[config.mk]
export PLATFORM = sky130hd
export DESIGN_NAME = gha_update
export DESIGN_NICKNAME = d
export VERILOG_FILES = /design/src/design/gha_pkg.sv /design/src/design/gha_update.sv
export SDC_FILE = /design/constraint.sdc
export NUM_CORES = 1
export LEC_CHECK = 0
export ABC_AREA = 1
export BUFFER_PORTS_ARGS = -buffer_cell sky130_fd_sc_hd__buf_2
export CORE_MARGIN = 8
export CORE_UTILIZATION = 45
export DETAILED_ROUTE_END_ITERATION = 8
export PLACE_DENSITY = 0.81
export SYNTH_ARGS = -nofsm -noshare
export SYNTH_HDL_FRONTEND = slang
export SYNTH_SLANG_ARGS = --single-unit
[constraint.sdc]
create_clock -name vclk -period 3.4
set_input_delay 0.68 -clock vclk [all_inputs]
set_output_delay 0.68 -clock vclk [all_outputs]
set_load 0.05 [all_outputs]
[src/design/gha_pkg.sv]
`timescale 1ns / 1ps
// ----------------------------------------------------------------------------
// gha_pkg: shared types and constants of the generational handle allocator
// Holds the slot count, the operation and status codes, the transfer payload
// structs, the slot memory entry layout and the sequencer state type.
// ----------------------------------------------------------------------------
package gha_pkg;

   // Table geometry.
   localparam int SLOT_COUNT = 1024;
   localparam int IDX_W      = $clog2(SLOT_COUNT);
   localparam int CNT_W      = $clog2(SLOT_COUNT + 1);
   localparam int VER_W      = 8;

   localparam logic [CNT_W-1:0] LIST_EMPTY = CNT_W'(SLOT_COUNT);
   localparam logic [VER_W-1:0] VER_FIRST  = VER_W'(1);

   // Operation codes.
   localparam logic [1:0] OP_CREATE  = 2'd0;
   localparam logic [1:0] OP_DESTROY = 2'd1;
   localparam logic [1:0] OP_QUERY   = 2'd2;

   // Status codes.
   localparam logic [1:0] STATUS_OK   = 2'd0;
   localparam logic [1:0] STATUS_DEAD = 2'd1;
   localparam logic [1:0] STATUS_FULL = 2'd2;

   typedef struct packed {
      logic [1:0]       op;
      logic [IDX_W-1:0] handle_index;
      logic [VER_W-1:0] handle_version;
   } req_type;

   typedef struct packed {
      logic [1:0]       status;
      logic [IDX_W-1:0] out_index;
      logic [VER_W-1:0] out_version;
      logic             is_live;
      logic [CNT_W-1:0] live_count;
   } rsp_type;

   // One slot of the table: live flag, version and free-list link.
   typedef struct packed {
      logic             live;
      logic [VER_W-1:0] version;
      logic [CNT_W-1:0] next_free;
   } entry_type;

   // Everything the update logic hands back to the sequencer.
   typedef struct packed {
      logic             wr_en;
      logic [IDX_W-1:0] wr_addr;
      entry_type        wr_data;
      logic [CNT_W-1:0] free_head;
      logic [CNT_W-1:0] slots_used;
      logic [CNT_W-1:0] live_total;
      rsp_type          rsp;
   } update_type;

   typedef enum logic {
      ST_IDLE,
      ST_EXEC
   } state_type;

endpackage

[src/design/gha_update.sv]
`timescale 1ns / 1ps
// ----------------------------------------------------------------------------
// gha_update: read-modify-write decision for one operation
// From the slot entry just read and the bookkeeping registers, works out the
// slot write-back, the new bookkeeping values and the result.
// ----------------------------------------------------------------------------
module gha_update (
   input  gha_pkg::req_type              req,
   input  gha_pkg::entry_type            entry,
   input  logic [gha_pkg::CNT_W-1:0]     free_head,
   input  logic [gha_pkg::CNT_W-1:0]     slots_used,
   input  logic [gha_pkg::CNT_W-1:0]     live_total,
   output gha_pkg::update_type           upd
);

   logic                         handle_live;
   logic                         list_has_slot;
   logic                         fresh_left;
   logic [gha_pkg::VER_W-1:0]    bumped_ver;
   logic [gha_pkg::CNT_W-1:0]    next_head;

   // Liveness of the given handle; entries at or above slots_used were never written.
   assign handle_live = ({1'b0, req.handle_index} < slots_used) && entry.live
                        && (entry.version == req.handle_version);

   assign list_has_slot = free_head < gha_pkg::LIST_EMPTY;
   assign fresh_left    = slots_used < gha_pkg::LIST_EMPTY;

   // Next version of a reused slot, skipping zero.
   always_comb begin
      bumped_ver = entry.version + gha_pkg::VER_FIRST;
      if (bumped_ver == '0) begin
         bumped_ver = gha_pkg::VER_FIRST;
      end
   end

   // Link read from the list head, clamped to the empty marker.
   assign next_head = (entry.next_free > gha_pkg::LIST_EMPTY) ? gha_pkg::LIST_EMPTY
                                                               : entry.next_free;

   always_comb begin
      upd                     = '0;
      upd.wr_en               = 1'b0;
      upd.wr_addr             = req.handle_index;
      upd.wr_data             = entry;
      upd.free_head           = free_head;
      upd.slots_used          = slots_used;
      upd.live_total          = live_total;
      upd.rsp.status          = gha_pkg::STATUS_OK;
      upd.rsp.out_index       = req.handle_index;
      upd.rsp.out_version     = req.handle_version;
      upd.rsp.is_live         = 1'b0;

      case (req.op)
         gha_pkg::OP_CREATE: begin
            if (list_has_slot) begin
               // Reuse the head of the free list.
               upd.wr_en               = 1'b1;
               upd.wr_addr             = free_head[gha_pkg::IDX_W-1:0];
               upd.wr_data.live        = 1'b1;
               upd.wr_data.version     = bumped_ver;
               upd.free_head           = next_head;
               upd.live_total          = live_total + 1'b1;
               upd.rsp.out_index       = free_head[gha_pkg::IDX_W-1:0];
               upd.rsp.out_version     = bumped_ver;
            end else if (fresh_left) begin
               // Hand out a slot that was never used.
               upd.wr_en               = 1'b1;
               upd.wr_addr             = slots_used[gha_pkg::IDX_W-1:0];
               upd.wr_data.live        = 1'b1;
               upd.wr_data.version     = gha_pkg::VER_FIRST;
               upd.wr_data.next_free   = gha_pkg::LIST_EMPTY;
               upd.slots_used          = slots_used + 1'b1;
               upd.live_total          = live_total + 1'b1;
               upd.rsp.out_index       = slots_used[gha_pkg::IDX_W-1:0];
               upd.rsp.out_version     = gha_pkg::VER_FIRST;
            end else begin
               upd.rsp.status          = gha_pkg::STATUS_FULL;
            end
         end
         gha_pkg::OP_DESTROY: begin
            upd.rsp.is_live = handle_live;
            if (handle_live) begin
               // Free the slot and push it on the list.
               upd.wr_en               = 1'b1;
               upd.wr_data.live        = 1'b0;
               upd.wr_data.next_free   = free_head;
               upd.free_head           = {1'b0, req.handle_index};
               if (live_total != '0) begin
                  upd.live_total = live_total - 1'b1;
               end
            end else begin
               upd.rsp.status = gha_pkg::STATUS_DEAD;
            end
         end
         default: begin
            // Query, and the unused code that behaves as one.
            upd.rsp.is_live = handle_live;
            upd.rsp.status  = handle_live ? gha_pkg::STATUS_OK : gha_pkg::STATUS_DEAD;
         end
      endcase

      upd.rsp.live_count = upd.live_total;
   end

endmodule

# Yosys cells after proc, flatten, opt, wreduce, memory -nomap -nowiden
# Cells that the tools add are included.
[word_totals] regBits=0 input_bits=73 output_inout_bits=96 word_cells=44
[classes] addsub=4 magnitude_cmp=4 eq_ne=2 muxes=29 reduce_logical=5
[ops] op="$mux 11" n=8
[ops] op="$mux 18" n=3
[ops] op="$mux 22" n=2
[ops] op="$pmux 22 s2" n=1
[ops] op="$mux 31" n=1
[ops] op="$add 11x1->11 const B" n=2
[ops] op="$lt 11x11->1 const B" n=2
[ops] op="$pmux 11 s2" n=1
[ops] op="$mux 20" n=1
[ops] op="$mux 8" n=2
[ops] op="$gt 11x11->1 const B" n=1
[ops] op="$lt 10x11->1" n=1
[ops] op="$reduce_bool 11->1" n=1
[ops] op="$sub 11x1->11 const B" n=1
[ops] op="$mux 10" n=1
[ops] op="$add 8x1->8 const B" n=1
[ops] op="$eq 8x8->1" n=1
[ops] op="$logic_not 8->1" n=1
[ops] op="$mux 2" n=3
[ops] op="$mux 1" n=4
[ops] op="$pmux 1 s2" n=2
[ops] op="$eq 2x1->1 const B" n=1
[ops] op="$logic_and 1x1->1" n=2
[ops] op="$logic_not 2->1" n=1

# Depth between registers and ports, before layout
[depth] ltp_word=5 depth_mapped=15 depth_no_buf=13

# Least setup slack after synthesis
# OpenSTA, ideal clock, no wires.
[synth_path] path_kind="input to output" from="input port slots_used[6] (netlist bit)" to="output port upd[35] (netlist bit)" arrival_time_ns=3.016 required_ns=2.720 slack_ns=-0.296 path_stages=15 n_path_buf=2 cell_sequence="inv_1 > ha_1 > nand2_1 > inv_1 > nand2_1 > nand2_1 > nand2_1 > nand2_1 > nor2_2 > nand3_2 > buf_6 > nand2_1 > nand2_1 > o21bai_1 > buf_4"
[synth_lines] element="start, declared" line_no="gha_update.sv:11" text="input logic [gha_pkg::CNT_W-1:0] slots_used,"
[synth_lines] element="end, declared" line_no="gha_update.sv:13" text="output gha_pkg::update_type upd"

==> metrics.txt <==
status=complete, no violations; worst min path class=input pin to primary output; first-pass GRT wire length=23.1 mm; gr busiest metal=met2; vias in the first global route=4,768; CP max FO=12; CLK BUF=0; min Tclk post-route=3240 ps; final setup TNS=0 ps; final instance area=4050 um^2; synth warn=0; Die H=99.0 um; Antenna Nets Post-Route=0; die area=about 10000 um^2; crit path launch type=input pin; # nets final=875; GR Util met2=50.7%; synthesis-to-layout area growth=30.8%; Slew HR=approximately three fifths; vias per cell=5.60; n_diodes=0; Post-Synthesis Cell Area=3100 um^2; register area=0 um^2; Critical Path End Type=primary output; Hold Crit Start=slots_used[7]; Peak VDD IR=about 0.11 mV; initial drt markers=approximately 380; Mapped Cells=between 600 and 700; Pre-Repair DR Iteration Count=6; Max Slew Vio Count=0; number of remaining DRC errors=0; All-Layer GR Usage=27.5%; fin cells=about 870; WP data arrival=2560 ps; worst hold endpoint=upd[50]; Required @ worst endpoint=2720 ps; placed cells=between 800 and 900; WS Path Type=input pin to primary output; Detailed Route WL=14.0 mm; WHS Path Cells=3; Seq/Total Area, Yosys=0%; M1 GR Usage=31.0%; starting density of the core=46.1%; Seq cells=0; Power Dens Cells=209 nW/um^2; leakage=2.43 nW; grt total ovfl=0; dpl hpwl=11.6 mm; Die X=99.0 um; Core Rows=30; Fin. Hold Viols=0; RSZ-0062 raised after global routing=true; Post-CTS Hold Fix Bufs=0; io pins=~170; layout cells sized above 1=27.1%; Max Freq=308 MHz; Worst-Margin Slew=about 600 ps; Buffers on Ports=~170; mean area per synthesized cell=4.84 um^2; RePlAce Congestion=0.934; pin count of the biggest net entering global routing=30; Netlist cell types=35; Post-Syn Nets=727; initial antenna violation count=0; Max Cap Viol=0; final setup fails=0; WL/cell=between 15 and 20 um; GR Util met3=a little over 5%; postcts setup bufs=0; Final period util=95.4%; core area=around 6700 um^2; placed instance area=about 4000 um^2; routed via count=4,846
[critical path, stage by stage]
cell and delay, ps:
buf_2 110, inv_1 60, ha_1 270, nand2_1 80
inv_1 50, nand2_1 60, nand2_1 50, nand2_1 80
nand3_1 90, nor2_2 460, nand3_1 130, nand3_1 100
nand3_1 100, clkbuf_4 230
[cell usage after synthesis (5+ instances only)]
library cell,number,area share [%]
a21oi_1,13,2.1
buf_2,9,1.5
buf_4,22,5.3
clkbuf_1,10,1.2
ha_1,14,5.7
inv_1,97,12
inv_2,5,0.61
nand2_1,190,23
nand3_1,98,16
nand4_1,25,5.0
nor2_1,56,6.8
nor3_1,8,1.3
o211ai_1,6,1.5
o21ai_0,41,6.6
o221ai_1,8,2.3
xor2_1,9,2.5
[stage by stage]
stage	worst slack (ps)	total power [W]	utilization, %	hold WS [ps]
detailed placement	-11.5	0.000822	59.0	1750
CTS	84.7	0.000825	59.1	1750
floorplan	39.3	0.000608	-	1590
global placement	-2.89	0.000815	59.0	1750
global route	-14.4	0.000905	60.3	1760
finish	156	0.000848	60.3	1750
[layer usage]
metal | wire length, um | up-vias
li1 | - | 2364
met1 | 5400 | 2207
met2 | 7000 | 253
met3 | 1230 | 22
met4 | 346 | 0
met5 | 0 | -
[logic make-up after synthesis]
group           synth area share, %
fa+ha+maj                      5.65
xor+xnor                       2.83
buf+inv                        21.8
compound gates                 15.2
simple gates                   54.5
[layout by cell type, fill, tap and decap left out, types with 2 or more instances in the layout]
cell type / instances
nor2_4: 2
o21bai_2: 2
nor3_1: 8
o211ai_1: 6
xor2_1: 9
o21ai_1: 7
o221ai_1: 8
inv_1: 97
inv_2: 5
clkbuf_4: 22
nand3_1: 98
nor2_2: 6
buf_2: 141
ha_1: 14
nand2_1: 190
a21oi_1: 12
o21ai_0: 38
nor2_1: 52
nand4_1: 25
buf_4: 28
[repair_timing]
| action | CTS | global route |
|---|---|---|
| gates cloned | 0 | 0 |
| resized for setup | 1 | 37 |
| endpoints found under the hold margin | 0 | 0 |
| endpoints found under the setup margin | 14 | 45 |
[power by group]
part,switching (W),internal (W),leakage [nW]
Combinational,0.000631,0.000217,2.43
Clock,0,0,0
Sequential,0,0,0
[area by class of cell]
type | count | area [um^2]
well taps | 80 | 100
fillers | 727 | 2670
inverters | 102 | 383
repair buffers | 193 | 1110
multi-input cells | 491 | 2460
[worst max-delay path by stage]
stage | start | to | slack (ps) | cells after the start
6_report | slots_used[5] | upd[75] | 160 | 14
2_1_floorplan | slots_used[6] | upd[35] | 40 | 15
3_3_place_gp | slots_used[2] | upd[35] | -3 | 12
5_1_grt | slots_used[5] | upd[73] | -10 | 17
4_1_cts | slots_used[5] | upd[72] | 80 | 17
3_5_place_dp | slots_used[5] | upd[32] | -10 | 14
Note: power is estimated with default switching activity, not from simulation.
